[src/rtl/core/rtsu_pkg.sv]
// ----------------------------------------------------------------------------
// rtsu_pkg
// Shared constants and types for the text screen run-length unpacker.
// ----------------------------------------------------------------------------
package rtsu_pkg;

	localparam int ADDR_W = 12;
	localparam int DATA_W = 8;
	localparam int CNT_W  = 6;

	localparam logic [ADDR_W-1:0] SCREEN_BYTES = 12'd4000;
	localparam logic [1:0]        RUN_MARK     = 2'b11;

	// command queue between front and back
	localparam int CMDQ_DEPTH = 4;
	localparam int CMDQ_PTR_W = $clog2(CMDQ_DEPTH);
	localparam int CMDQ_CNT_W = $clog2(CMDQ_DEPTH + 1);

	// one run to be written: a literal is a run of one
	typedef struct packed {
		logic [CNT_W-1:0]  count;
		logic [DATA_W-1:0] data;
	} cmd_t;

endpackage

[src/rtl/core/rle_text_screen_unpacker.sv]
// ----------------------------------------------------------------------------
// rle_text_screen_unpacker
// Run-length decoder for a text screen image: compressed bytes in, screen
// writes (address, data) out.
// ----------------------------------------------------------------------------
// Usage:
//   Input queue: drive code_byte with push; a byte is taken on a clock edge
//   with push high and full low. Bytes follow the file header.
//   Output queue: while empty is low, write_addr/write_data/run_end/overflow
//   hold the oldest write; pop high with empty low takes it.
//   A count byte (top two bits set) repeats the next byte count times; any
//   other byte is written once. Characters fill even addresses, then
//   attributes fill odd ones; writes past the screen come out with overflow
//   set and must be dropped by the consumer.
// Path: a literal goes through the command queue, the writer's run register and the output register.
// Throughput: the writer issues one screen write per cycle while the output
//   is not stalled, so a literal gives one write and a run of n gives n writes;
//   count bytes and zero-count runs give no write. A four-entry command queue
//   lets the input keep taking bytes while a run is expanded.
// Reset: arst_n clears the queues, the count state and sets the character
//   address to 0 and the attribute address to 1.
// Stall: with pop low the output register holds; the writer stops, the
//   command queue fills and full rises.
// ----------------------------------------------------------------------------
module rle_text_screen_unpacker (
	input  logic                        clk,
	input  logic                        arst_n,
	input  logic                        push,
	output logic                        full,
	input  logic [rtsu_pkg::DATA_W-1:0] code_byte,
	output logic                        empty,
	input  logic                        pop,
	output logic [rtsu_pkg::ADDR_W-1:0] write_addr,
	output logic [rtsu_pkg::DATA_W-1:0] write_data,
	output logic                        run_end,
	output logic                        overflow
);

	logic                                accept;
	logic                                cmd_push;
	rtsu_pkg::cmd_t                      cmd;
	rtsu_pkg::cmd_t                      head_cmd;
	logic                                q_full;
	logic                                q_empty;
	logic                                q_pop;
	logic [rtsu_pkg::CMDQ_CNT_W-1:0]     q_level;
	logic                                out_valid;
	logic                                back_busy;
	logic [rtsu_pkg::CNT_W-1:0]          back_remain;

	assign full   = q_full;
	assign accept = push && !q_full;
	assign empty  = !out_valid;

	rtsu_front u_front (
		.clk       (clk),
		.arst_n    (arst_n),
		.accept    (accept),
		.code_byte (code_byte),
		.cmd_push  (cmd_push),
		.cmd       (cmd)
	);

	rtsu_cmdq u_cmdq (
		.clk      (clk),
		.arst_n   (arst_n),
		.push     (cmd_push),
		.push_cmd (cmd),
		.pop      (q_pop),
		.head_cmd (head_cmd),
		.q_full   (q_full),
		.q_empty  (q_empty),
		.level    (q_level)
	);

	rtsu_back u_back (
		.clk        (clk),
		.arst_n     (arst_n),
		.q_empty    (q_empty),
		.head_cmd   (head_cmd),
		.q_pop      (q_pop),
		.out_valid  (out_valid),
		.out_take   (pop),
		.write_addr (write_addr),
		.write_data (write_data),
		.run_end    (run_end),
		.overflow   (overflow),
		.busy       (back_busy),
		.remain     (back_remain)
	);

`ifndef SYNTHESIS
	a_q_level: assert property (@(posedge clk) disable iff (!arst_n)
		q_level <= rtsu_pkg::CMDQ_CNT_W'(rtsu_pkg::CMDQ_DEPTH))
		else $error("command queue level beyond depth");

	a_busy_remain: assert property (@(posedge clk) disable iff (!arst_n)
		back_busy |-> (back_remain != '0))
		else $error("writer busy with no writes left");

	a_ovf_addr: assert property (@(posedge clk) disable iff (!arst_n)
		!empty |-> (overflow == (write_addr >= rtsu_pkg::SCREEN_BYTES)))
		else $error("overflow flag disagrees with address");

	a_hold: assert property (@(posedge clk) disable iff (!arst_n)
		(!empty && !pop) |=> (!empty && $stable(write_addr) && $stable(run_end)))
		else $error("waiting write changed under stall");
`endif

endmodule

[src/rtl/core/rtsu_front.sv]
// ----------------------------------------------------------------------------
// rtsu_front
// Classifies incoming code bytes into literal, count and value bytes and
// turns them into run commands.
// ----------------------------------------------------------------------------
module rtsu_front (
	input  logic                        clk,
	input  logic                        arst_n,
	input  logic                        accept,
	input  logic [rtsu_pkg::DATA_W-1:0] code_byte,
	output logic                        cmd_push,
	output rtsu_pkg::cmd_t              cmd
);

	logic                       await_q;
	logic [rtsu_pkg::CNT_W-1:0] pending_q;
	logic                       is_count;

	assign is_count = (code_byte[rtsu_pkg::DATA_W-1 -: 2] == rtsu_pkg::RUN_MARK);

	always_ff @(posedge clk or negedge arst_n) begin
		if (!arst_n) begin
			await_q   <= 1'b0;
			pending_q <= '0;
		end else if (accept) begin
			if (await_q) begin
				await_q <= 1'b0;
			end else if (is_count) begin
				await_q   <= 1'b1;
				pending_q <= code_byte[rtsu_pkg::CNT_W-1:0];
			end
		end
	end

	// a zero count swallows its value byte without a command
	always_comb begin
		cmd.data = code_byte;
		if (await_q) begin
			cmd.count = pending_q;
			cmd_push  = accept && (pending_q != '0);
		end else begin
			cmd.count = rtsu_pkg::CNT_W'(1);
			cmd_push  = accept && !is_count;
		end
	end

endmodule

[src/rtl/core/rtsu_cmdq.sv]
// ----------------------------------------------------------------------------
// rtsu_cmdq
// Small FIFO of run commands decoupling the byte classifier from the writer.
// ----------------------------------------------------------------------------
module rtsu_cmdq (
	input  logic                                clk,
	input  logic                                arst_n,
	input  logic                                push,
	input  rtsu_pkg::cmd_t                      push_cmd,
	input  logic                                pop,
	output rtsu_pkg::cmd_t                      head_cmd,
	output logic                                q_full,
	output logic                                q_empty,
	output logic [rtsu_pkg::CMDQ_CNT_W-1:0]     level
);

	rtsu_pkg::cmd_t                      slot_q [rtsu_pkg::CMDQ_DEPTH];
	logic [rtsu_pkg::CMDQ_PTR_W-1:0]     wr_ptr_q;
	logic [rtsu_pkg::CMDQ_PTR_W-1:0]     rd_ptr_q;
	logic [rtsu_pkg::CMDQ_CNT_W-1:0]     cnt_q;
	logic                                do_push;
	logic                                do_pop;

	assign q_full   = (cnt_q == rtsu_pkg::CMDQ_CNT_W'(rtsu_pkg::CMDQ_DEPTH));
	assign q_empty  = (cnt_q == '0);
	assign level    = cnt_q;
	assign head_cmd = slot_q[rd_ptr_q];
	assign do_push  = push && !q_full;
	assign do_pop   = pop && !q_empty;

	always_ff @(posedge clk) begin
		if (do_push) begin
			slot_q[wr_ptr_q] <= push_cmd;
		end
	end

	always_ff @(posedge clk or negedge arst_n) begin
		if (!arst_n) begin
			wr_ptr_q <= '0;
			rd_ptr_q <= '0;
			cnt_q    <= '0;
		end else begin
			if (do_push) begin
				wr_ptr_q <= wr_ptr_q + 1'b1;
			end
			if (do_pop) begin
				rd_ptr_q <= rd_ptr_q + 1'b1;
			end
			// level holds when both or neither happen
			if (do_push && !do_pop) begin
				cnt_q <= cnt_q + 1'b1;
			end else if (do_pop && !do_push) begin
				cnt_q <= cnt_q - 1'b1;
			end
		end
	end

endmodule

[src/rtl/core/rtsu_back.sv]
// ----------------------------------------------------------------------------
// rtsu_back
// Expands run commands into screen writes, one per cycle while the output is
// not stalled, and steps the character and attribute address counters.
// ----------------------------------------------------------------------------
module rtsu_back (
	input  logic                        clk,
	input  logic                        arst_n,
	input  logic                        q_empty,
	input  rtsu_pkg::cmd_t              head_cmd,
	output logic                        q_pop,
	output logic                        out_valid,
	input  logic                        out_take,
	output logic [rtsu_pkg::ADDR_W-1:0] write_addr,
	output logic [rtsu_pkg::DATA_W-1:0] write_data,
	output logic                        run_end,
	output logic                        overflow,
	output logic                        busy,
	output logic [rtsu_pkg::CNT_W-1:0]  remain
);

	logic                        busy_q;
	logic [rtsu_pkg::CNT_W-1:0]  remain_q;
	logic [rtsu_pkg::DATA_W-1:0] data_q;
	logic [rtsu_pkg::ADDR_W-1:0] char_addr_q;
	logic [rtsu_pkg::ADDR_W-1:0] attr_addr_q;
	logic                        out_valid_q;
	logic [rtsu_pkg::ADDR_W-1:0] addr_out_q;
	logic [rtsu_pkg::DATA_W-1:0] data_out_q;
	logic                        end_out_q;
	logic                        ovf_out_q;

	logic                        emit;
	logic                        last;
	logic                        char_ok;
	logic                        attr_ok;

	assign emit    = busy_q && (!out_valid_q || out_take);
	assign last    = (remain_q == rtsu_pkg::CNT_W'(1));
	// next command loads as the current one finishes
	assign q_pop   = !q_empty && (!busy_q || (emit && last));
	assign char_ok = (char_addr_q < rtsu_pkg::SCREEN_BYTES);
	assign attr_ok = (attr_addr_q < rtsu_pkg::SCREEN_BYTES);

	always_ff @(posedge clk or negedge arst_n) begin
		if (!arst_n) begin
			busy_q      <= 1'b0;
			remain_q    <= '0;
			char_addr_q <= '0;
			attr_addr_q <= rtsu_pkg::ADDR_W'(1);
			out_valid_q <= 1'b0;
		end else begin
			if (q_pop) begin
				busy_q   <= 1'b1;
				remain_q <= head_cmd.count;
			end else if (emit) begin
				remain_q <= remain_q - 1'b1;
				if (last) begin
					busy_q <= 1'b0;
				end
			end
			if (emit) begin
				// attribute address saturates once past the screen
				priority if (char_ok) begin
					char_addr_q <= char_addr_q + rtsu_pkg::ADDR_W'(2);
				end else if (attr_ok) begin
					attr_addr_q <= attr_addr_q + rtsu_pkg::ADDR_W'(2);
				end else begin
					attr_addr_q <= attr_addr_q;
				end
				out_valid_q <= 1'b1;
			end else if (out_take) begin
				out_valid_q <= 1'b0;
			end
		end
	end

	always_ff @(posedge clk) begin
		if (q_pop) begin
			data_q <= head_cmd.data;
		end
		if (emit) begin
			addr_out_q <= char_ok ? char_addr_q : attr_addr_q;
			data_out_q <= data_q;
			end_out_q  <= last;
			ovf_out_q  <= !char_ok && !attr_ok;
		end
	end

	assign out_valid  = out_valid_q;
	assign write_addr = addr_out_q;
	assign write_data = data_out_q;
	assign run_end    = end_out_q;
	assign overflow   = ovf_out_q;
	assign busy       = busy_q;
	assign remain     = remain_q;

endmodule
[config.mk]
export PLATFORM = sky130hd
export DESIGN_NAME = rle_text_screen_unpacker
export DESIGN_NICKNAME = d
export VERILOG_FILES = /design/src/rtl/core/rtsu_pkg.sv /design/src/rtl/core/rle_text_screen_unpacker.sv /design/src/rtl/core/rtsu_front.sv /design/src/rtl/core/rtsu_cmdq.sv /design/src/rtl/core/rtsu_back.sv
export SDC_FILE = /design/constraint.sdc
export NUM_CORES = 1
export LEC_CHECK = 0
export BUFFER_PORTS_ARGS = -buffer_cell sky130_fd_sc_hd__buf_4
export CAP_MARGIN = 30
export CORE_UTILIZATION = 45
export CTS_BUF_LIST = sky130_fd_sc_hd__clkbuf_8
export DETAILED_ROUTE_END_ITERATION = 10
export PLACE_DENSITY = 0.72
export SLEW_MARGIN = 20
export SYNTH_ARGS = -nofsm -noshare
export SYNTH_HDL_FRONTEND = slang
export SYNTH_SLANG_ARGS = --single-unit
[constraint.sdc]
create_clock -name clk -period 2.3 [get_ports clk]
set_input_delay 0.46 -clock clk [delete_from_list [all_inputs] [get_ports clk]]
set_output_delay 0.46 -clock clk [all_outputs]
set_load 0.005 [all_outputs]
# After elaboration in Yosys (flattened, before gate mapping)
# Memories as Yosys holds them, arrays and structs flattened.
# Index checks and enable logic that the tools add are counted.
# W data, S select, Z words.
# op_classes
n_addsub	7
magnitude_cmp	2
eq_ne	3
muxes	16
n_bitwise	2
reduce_logical	32
# ops
cell	count
$add A12 B2 Y12 const B	2
$lt A12 B12 Y1 const B	2
$mux W6	3
$mux W12	1
$logic_and A1 B1 Y1	11
$mux W1	10
$logic_not A1 Y1	9
$reduce_bool A2 Y1	4
$eq A6 B1 Y1 const B	1
$mux W3	2
$reduce_and A3 Y1	2
$reduce_bool A6 Y1	1
$sub A6 B1 Y6 const B	1
$add A2 B1 Y2 const B	2
$reduce_and A2 Y1	2
$add A3 B1 Y3 const B	1
$eq A3 B3 Y1 const B	1
$logic_not A3 Y1	1
$sub A3 B1 Y3 const B	1
$eq A2 B2 Y1 const B	1
$logic_or A1 B1 Y1	2
$not A1 Y1	2
# word_totals
ff_bits	76
mem_bits_rw	56
inputBits	12
out_inout_bits	24
word_cells	78
memories	1
# memory_table
memory	depth	width	rd	rd_ports_with_merged_regs	write_ports	line	rtl
u_cmdq.slot_q	4	14	1	0	1	rtsu_cmdq.sv:17	rtsu_pkg::cmd_t slot_q [rtsu_pkg::CMDQ_DEPTH];

# Longest topological paths before layout
# Gate-level depths: netlist (run 1).
# depth
ltp_word	10
ltp_mapped	11
mapped_depth_nobuf	11

# Hierarchy
# A second synthesis (run 1) with hierarchy kept.
# unflattened
cells_unflattened	343
hier_area_um2	5411.4
# modules_own_cells
module	n_inst	cells_each	area_per_inst_um2
rtsu_back	1	199	2541.2
rtsu_cmdq	1	109	2462.4
rtsu_front	1	33	390.4
rle_text_screen_unpacker	1	2	17.5

# Least setup slack after synthesis (run 1)
# Ideal clock, no wire load.
# synth_path
path_type	reg-to-reg
from	register u_back.remain_q (netlist bit u_back.remain[3])
to	register u_cmdq.cnt_q (netlist bit u_cmdq.level[1])
setup_time_ns	0.125
t_arrival_ns	2.176
setup_slack_ns	-0.001
stages_incl_launch_ff	8
n_path_buf	0
synth_period_minus_slack_ns	2.301
path_cell_list	dfrtp_1 -> or3_4 -> o31ai_4 -> nand2_2 -> ha_1 -> inv_1 -> fa_1 -> mux2_2
# synth_via
elab_chain_cells	8
# synth_lines
item	line	rtl
from (decl)	rtsu_back.sv:23	logic [rtsu_pkg::CNT_W-1:0] remain_q;
from (signal assigned)	rtsu_back.sv:55	remain_q <= head_cmd.count;
from (signal assigned)	rtsu_back.sv:57	remain_q <= remain_q - 1'b1;
$eq A6 B1 Y1 (*)	rtsu_back.sv:39	assign last = (remain_q == rtsu_pkg::CNT_W'(1));
$logic_and A1 B1 Y1 (*)	rtsu_back.sv:41	assign q_pop = !q_empty && (!busy_q || (emit && last));
$logic_or A1 B1 Y1 (*)	rtsu_back.sv:41	
$logic_and A1 B1 Y1 (*)	rtsu_back.sv:41	
$logic_and A1 B1 Y1 (*)	rtsu_cmdq.sv:29	assign do_pop = pop && !q_empty;
$logic_not A1 Y1	rtsu_cmdq.sv:50	if (do_push && !do_pop) begin
$logic_and A1 B1 Y1	rtsu_cmdq.sv:50	
$mux W3 or $reduce_bool A2 Y1 (tied branches)	n/a	
to (signal assigned)	rtsu_cmdq.sv:51	cnt_q <= cnt_q + 1'b1;
to (signal assigned)	rtsu_cmdq.sv:53	cnt_q <= cnt_q - 1'b1;
to (decl)	rtsu_cmdq.sv:20	logic [rtsu_pkg::CMDQ_CNT_W-1:0] cnt_q;
# Every way passes the cells marked *; elsewhere a longest branch is shown, timed or not.
# A chain may end at the register's enable or synchronous reset.

# Final worst setup path (run 1)
# Ends and elaborated chain as after synthesis.

==> impl_metrics.env, run 1 <==
export IMPL_status="complete, but fails checks"
export IMPL_failed_checks="DRC"
export IMPL_power_share_clock=0.306
export IMPL_ys_warn_count=0
export IMPL_vdd_drop_max_uv=668
export IMPL_die_x_um=111
export IMPL_dp_hpwl_um=5990
export IMPL_synth_ff_type="edfxtp_1"
export IMPL_cts_sinks=130
export IMPL_grt_pass1_vias=2834
export IMPL_pin_count=36
export IMPL_drc_errors=6
export IMPL_multi_input_area_mm2=0.00161
export IMPL_setup_viol=0
export IMPL_grt_pass1_wl_um=14300
export IMPL_rsz0062_at_grt="false"
export IMPL_cts_root_buf="clkbuf_8"
export IMPL_grt_use_total=0.158
export IMPL_grt_max_degree=45
export IMPL_crit_type="reg2reg"
export IMPL_startpoint_type="register"
export IMPL_ys_seq_area_frac=0.689
export IMPL_reg2reg_depth=7
export IMPL_fp_row_count=39
export IMPL_ant_nets=0
export IMPL_clock_latency_ps=430
export IMPL_power_frac_seq=0.483
export IMPL_drtIter0Drc=94
export IMPL_syn_instance_count=319
export IMPL_dp_slack_ps=35.8
export IMPL_setup_tns_ps=0
export IMPL_syn_area_per_cell_um2=16.8
export IMPL_finalNetCount=398
export IMPL_swShare=0.273
export IMPL_fin_util=0.548
export IMPL_cts_max_level=4
export IMPL_fill_cells=901
export IMPL_end_kind="register"
export IMPL_drive_gt1_frac=0.298
export IMPL_synth_area_mm2=0.00535
export IMPL_worst_slew_pin_slew_ps=765
export IMPL_async_flop_share=0.338
export IMPL_share_comb_of_total_power=0.210
export IMPL_vias=2763
export IMPL_synth_cell_types=43
export IMPL_synth_edff_count=86
export IMPL_ctsHoldBuffers=0
export IMPL_rr_endpoint="u_cmdq.level[1]"
export IMPL_antenna_found_initial=0
export IMPL_io_buffers=35
export IMPL_routabilityCongestion=0.792
export IMPL_stdcell_area_mm2=0.00631
export IMPL_r2r_slack_ps=100
export IMPL_initial_utilization=0.464
export IMPL_power_switching_mw=1.89
export IMPL_wl_per_cell_um=16.5
export IMPL_required_ps=2620
export IMPL_ys_ff_latch=130
export IMPL_p_leak_nw=2.47
export IMPL_viasPerCell=5.19
export IMPL_clk_pin_slew_ps=80
export IMPL_cts_tree="yes"
export IMPL_maxCapViolCount=0
export IMPL_finalCritPeriodShare=0.955
export IMPL_area_delta_synth_final_pct=18.1
export IMPL_coreArea_mm2=0.0115
export IMPL_synth_nets=341
export IMPL_relSlewSlack=0.490
export IMPL_seqCellArea_mm2=0.00368
export IMPL_fp_dieH_um=111
export IMPL_fmax_mhz=455
export IMPL_power_mw=6.95
export IMPL_wl_um=8760
export IMPL_first_pass_iters=7
export IMPL_arrival_ps=2510
export IMPL_period_needed_ps=2200
export IMPL_cts_max_path_buffers=2
export IMPL_die_area_mm2=0.0123
export IMPL_maxSlewViolCount=0
export IMPL_hold_violations=0
export IMPL_skew_ps=10.7
export IMPL_cp_max_fo=3
export IMPL_power_density_mw_per_mm2=1100
export IMPL_worst_slack_ps=105
export IMPL_internal_power_mw=5.05
export IMPL_place_area_mm2=0.00583
export IMPL_diodes=0
export IMPL_timing_rr_start="u_back.remain[3]"
export IMPL_cts_made_buffers=17
export IMPL_min_path_type="in2async"
export IMPL_overflow=0
## worst max-delay path by stage
| stage | startpoint | to | slack (ps) | cells past startpoint |
|---|---|---|---|---|
| finish | u_back.remain[3] | u_cmdq.level[1] | 100 | 7 |
| global route | u_cmdq.level[2] | u_cmdq.level[2] | 2 | 9 |
| CTS | u_back.remain[3] | u_cmdq.level[1] | 20 | 7 |
| detailed placement | code_byte[6] | u_cmdq.slot_q[1][6] | 40 | 6 |
| global placement | code_byte[6] | u_cmdq.slot_q[1][7] | 80 | 6 |
| floorplan | u_back.remain[3] | u_cmdq.level[1] | 20 | 7 |
## kinds of logic (layout without fill, tap and decap cells)
group / Yosys count / count (layout) / synth area share
mux: 36 / 36 / 0.105
flops: 130 / 130 / 0.689
buf+inv: 19 / 89 / 0.0176
compound gates: 13 / 13 / 0.0199
xor+xnor: 29 / 29 / 0.0475
fa+ha+maj: 10 / 10 / 0.0248
simple gates: 82 / 82 / 0.0957
## repair_timing
| action | in CTS | in global routing |
|---|---|---|
| setup buffers | 0 | 0 |
| setup endpoints to repair | 0 | 23 |
| gates resized for setup | 0 | 9 |
## cell usage in the layout (no fill, tap or decap), types with 2 or more instances in the layout
master and instances:
a21oi_1 2, a31o_1 2, and2_1 8, and3_1 5, buf_4 47, bufinv_16 4
clkbuf_8 18, clkinvlp_4 3, dfrtp_1 44, edfxtp_1 86, ha_1 7, ha_2 2
inv_1 11, inv_6 4, mux2_1 18, mux2_2 4, mux4_2 14, nand2_1 13
nand2b_1 4, nand3_1 7, nand4_1 5, nor2_1 10, nor3_1 5, nor3_4 2
nor4_1 2, nor4_2 5, o21a_1 3, o21ai_0 2, or3_1 2, xnor2_1 11
xor2_1 18
## worst max-delay path: stages (launching register included)
cell     delay [ps]
dfrtp_1         390
or3_4           400
o31ai_4         280
nand2_4          80
ha_2            200
inv_1            60
fa_1            400
mux2_2          270
## synthesized netlist by cell type (2+ instances only)
cell	number	area [um2]
a21oi_1	2	10.0
a31o_1	2	17.5
and2_1	9	56.3
and3_1	5	31.3
buf_2	6	30.0
buf_6	2	22.5
dfrtp_1	44	1100
edfxtp_1	86	2580
ha_1	9	113
inv_1	10	37.5
mux2_1	18	203
mux2_2	4	45.0
mux4_2	14	315
nand2_1	13	48.8
nand2b_1	6	37.5
nand3_1	7	35.0
nand4_1	5	31.3
nor2_1	10	37.5
nor3_1	6	30.0
nor3_2	2	20.0
nor4_1	2	12.5
nor4_2	5	62.6
o21a_1	3	22.5
o21ai_0	2	10.0
or3_1	2	12.5
xnor2_1	11	96.3
xor2_1	18	158
## state kept, by name (all words and copies together), names as in the netlist, 2 cells and up
name	cells
u_cmdq.wr_ptr_q	2
u_back.attr_addr_q	11
u_back.char_addr_q	11
u_back.write_data	8
u_cmdq.level	3
u_cmdq.rd_ptr_q	2
u_back.write_addr	12
u_back.remain	6
u_cmdq.slot_q	56
u_front.pending_q	6
u_back.data_q	8
## through the flow
stage	hold slack, ps	instances
2_1_floorplan	164	319
5_1_grt	56.9	532
3_5_place_dp	405	500
6_report	37.8	532
3_3_place_gp	401	500
4_1_cts	29.2	532
## layer usage
layer  vias to the layer above  GRT usage  part of all wire
li1                       1314          -                 -
met1                      1383      0.181              0.42
met2                        58      0.272              0.53
met3                         8     0.0498             0.047
met4                         0     0.0667            0.0096
met5                         -          0                 0
## power by group through the flow
stage	clock (mW)	sequential (mW)	combinational [mW]
2_1_floorplan	0	3.32	1.03
3_3_place_gp	0	3.38	1.40
3_5_place_dp	0	3.41	1.45
4_1_cts	2.18	3.36	1.46
5_1_grt	2.27	3.42	1.61
6_report	2.13	3.36	1.46
## final cells by class
cell class | count | share of cell area
Clock buffer | 18 | 0.0392
Clock inverter | 14 | 0.0319
Inverter | 10 | 0.00595
Multi-Input combinational cell | 170 | 0.255
Sequential cell | 130 | 0.584
Tap cell | 143 | 0.0283
Timing Repair Buffer | 47 | 0.0559
Power figures use the tool's default switching activity.
==> inputs of run 2 (changes only) <==
--- a/config.mk
+++ b/config.mk
@@ -11,6 +11,7 @@
 export CTS_BUF_LIST = sky130_fd_sc_hd__clkbuf_8
 export DETAILED_ROUTE_END_ITERATION = 10
 export PLACE_DENSITY = 0.72
+export SETUP_SLACK_MARGIN = 0.4
 export SLEW_MARGIN = 20
 export SYNTH_ARGS = -nofsm -noshare
 export SYNTH_HDL_FRONTEND = slang
==> run 2 against run 1 <==
Net effect: the flow still finishes with violations (DRC); power fell by 2.3%; core utilization rose by 1.4 points; wire length increased by 9.2%; design area is 2.5% higher; first-iteration DRC count rose by 54%; global-route usage is 1.0 points higher; sequential power hardly changed; flip-flop and latch count is the same; hold slack lost 13 ps; non-clock buffer count increased by 14; clock skew grew 2.5 ps; largest cell class unchanged.
==> impl_metrics.env, run 2 (same netlist as run 1, synthesis figures left out) <==
export IMPL_fp_row_count=39
export IMPL_viasPerCell=5.30
export IMPL_min_path_type="in2async"
export IMPL_worst_slew_pin_slew_ps=605
export IMPL_antenna_found_initial=0
export IMPL_drc_errors=8
export IMPL_maxUsedRoutingLayer="met4"
export IMPL_maxCapViolCount=0
export IMPL_power_frac_seq=0.491
export IMPL_fin_util=0.562
export IMPL_largest_reg_flops=56
export IMPL_die_area_mm2=0.0123
export IMPL_overflow=0
export IMPL_skew_ps=13.2
export IMPL_grt_pass1_vias=3085
export IMPL_required_ps=2630
export IMPL_io_buffers=35
export IMPL_end_kind="register"
export IMPL_swShare=0.299
export IMPL_relSlewSlack=0.597
export IMPL_setup_viol=0
export IMPL_pin_count=36
export IMPL_wl_met1_um=4040
export IMPL_diodes=0
export IMPL_wl_met2_um=4990
export IMPL_power_density_mw_per_mm2=1050
export IMPL_grt_max_degree=45
export IMPL_power_switching_mw=2.03
export IMPL_rsz0062_at_grt="true"
export IMPL_finalNetCount=412
export IMPL_grt_pass1_wl_um=15500
export IMPL_die_x_um=111
export IMPL_routabilityCongestion=0.790
export IMPL_drtIter0Drc=145
export IMPL_ant_nets=0
export IMPL_fill_cells=908
export IMPL_crit_type="reg2reg"
export IMPL_drive_gt1_frac=0.350
export IMPL_internal_power_mw=4.75
export IMPL_vdd_drop_max_uv=627
export IMPL_maxSlewViolCount=0
export IMPL_finalCritPeriodShare=0.949
export IMPL_cts_max_path_buffers=2
export IMPL_reg2reg_depth=7
export IMPL_power_share_clock=0.254
export IMPL_fmax_mhz=458
export IMPL_final_cell_mix="edfxtp_1, buf_4, dfrtp_1, mux2_1, xor2_1"
export IMPL_cts_max_level=4
export IMPL_wl_per_cell_um=17.5
export IMPL_startpoint_type="register"
export IMPL_cts_root_buf="clkbuf_8"
export IMPL_power_mw=6.78
export IMPL_grt_use_total=0.168
export IMPL_clock_latency_ps=440
export IMPL_cts_sinks=130
export IMPL_cts_made_buffers=17
export IMPL_wl_um=9570
export IMPL_initial_utilization=0.464
export IMPL_cp_max_fo=3
export IMPL_p_leak_nw=2.53
export IMPL_clk_pin_slew_ps=80
export IMPL_share_comb_of_total_power=0.255
export IMPL_dp_cells=500
export IMPL_worst_hold_slack_ps=24.6
export IMPL_r2r_slack_ps=120
export IMPL_dp_hpwl_um=6060
export IMPL_area_delta_synth_final_pct=21.0
export IMPL_fp_dieH_um=111
export IMPL_vias=2893
export IMPL_multi_input_area_mm2=0.00163
export IMPL_status="complete, but fails checks"
export IMPL_seqCellArea_mm2=0.00368
export IMPL_coreArea_mm2=0.0115
export IMPL_setup_tns_ps=0
export IMPL_wl_met3_um=374
export IMPL_final_common_cell="edfxtp_1"
export IMPL_arrival_ps=2510
export IMPL_largest_register="u_cmdq.slot_q"
export IMPL_cts_tree="yes"
export IMPL_failed_checks="DRC"
export IMPL_fin_cells=546
export IMPL_first_pass_iters=7
export IMPL_hold_violations=0
export IMPL_period_needed_ps=2180
==> run 2: worst max-delay path: stages (launching register included) <==
cell	delay, ps
dfrtp_1	390
or4_4	550
nor3_4	170
nor3_4	80
ha_4	170
inv_2	50
fa_1	390
mux2_2	270
==> run 2: worst paths after layout <==
| check | start | end |
|---|---|---|
| worst min register to register | u_back.data_q[2] | u_back.write_data[2] |
| worst max register to register | u_front.pending_q[1] | u_cmdq.level[1] |
| max in group asynchronous | arst_n | u_back.char_addr_q[5] |
| min in group clk | code_byte[7] | u_cmdq.slot_q[1][7] |
| worst max-delay path | u_front.pending_q[1] | u_cmdq.level[1] |
| worst min-delay path | arst_n | u_back.char_addr_q[7] |
==> run 2: layer usage <==
metal / vias up / track usage
met5: - / 0
met4: 0 / 0.0712
met3: 12 / 0.0465
met2: 76 / 0.293
met1: 1465 / 0.195
li1: 1340 / -
==> run 2: what timing repair did <==
item	CTS	global route
gates cloned	0	4
endpoints found under the setup margin	11	75
pin swaps	4	6
buffers inserted	6	4
resized for setup	3	24
hold buffers	0	0
==> run 2: cell type report <==
| type | count | share of cell area |
|---|---|---|
| flip-flops and latches | 130 | 0.570 |
| clock buffers | 17 | 0.0362 |
| repair buffers | 61 | 0.0880 |
| clock inverters | 15 | 0.0191 |
| well taps | 143 | 0.0277 |
| inverters | 10 | 0.00696 |
| multi-input cells | 170 | 0.253 |
==> run 2: metrics by stage <==
stage | instance area, um2 | worst slack (ps)
6_report | 6470 | 118
5_1_grt | 6470 | 75.9
4_1_cts | 6290 | 121
3_5_place_dp | 5880 | 44.1
3_3_place_gp | 5880 | 125
2_1_floorplan | 5390 | 156
==> run 2: power by group through the flow <==
stage / Sequential, mW / Combinational, mW / Clock (mW)
after global routing: 3.39 / 1.90 / 1.86
after CTS: 3.33 / 1.59 / 1.76
after detailed placement: 3.39 / 1.51 / 0
after global placement: 3.35 / 1.46 / 0
final: 3.33 / 1.73 / 1.72
after floorplan: 3.32 / 1.06 / 0
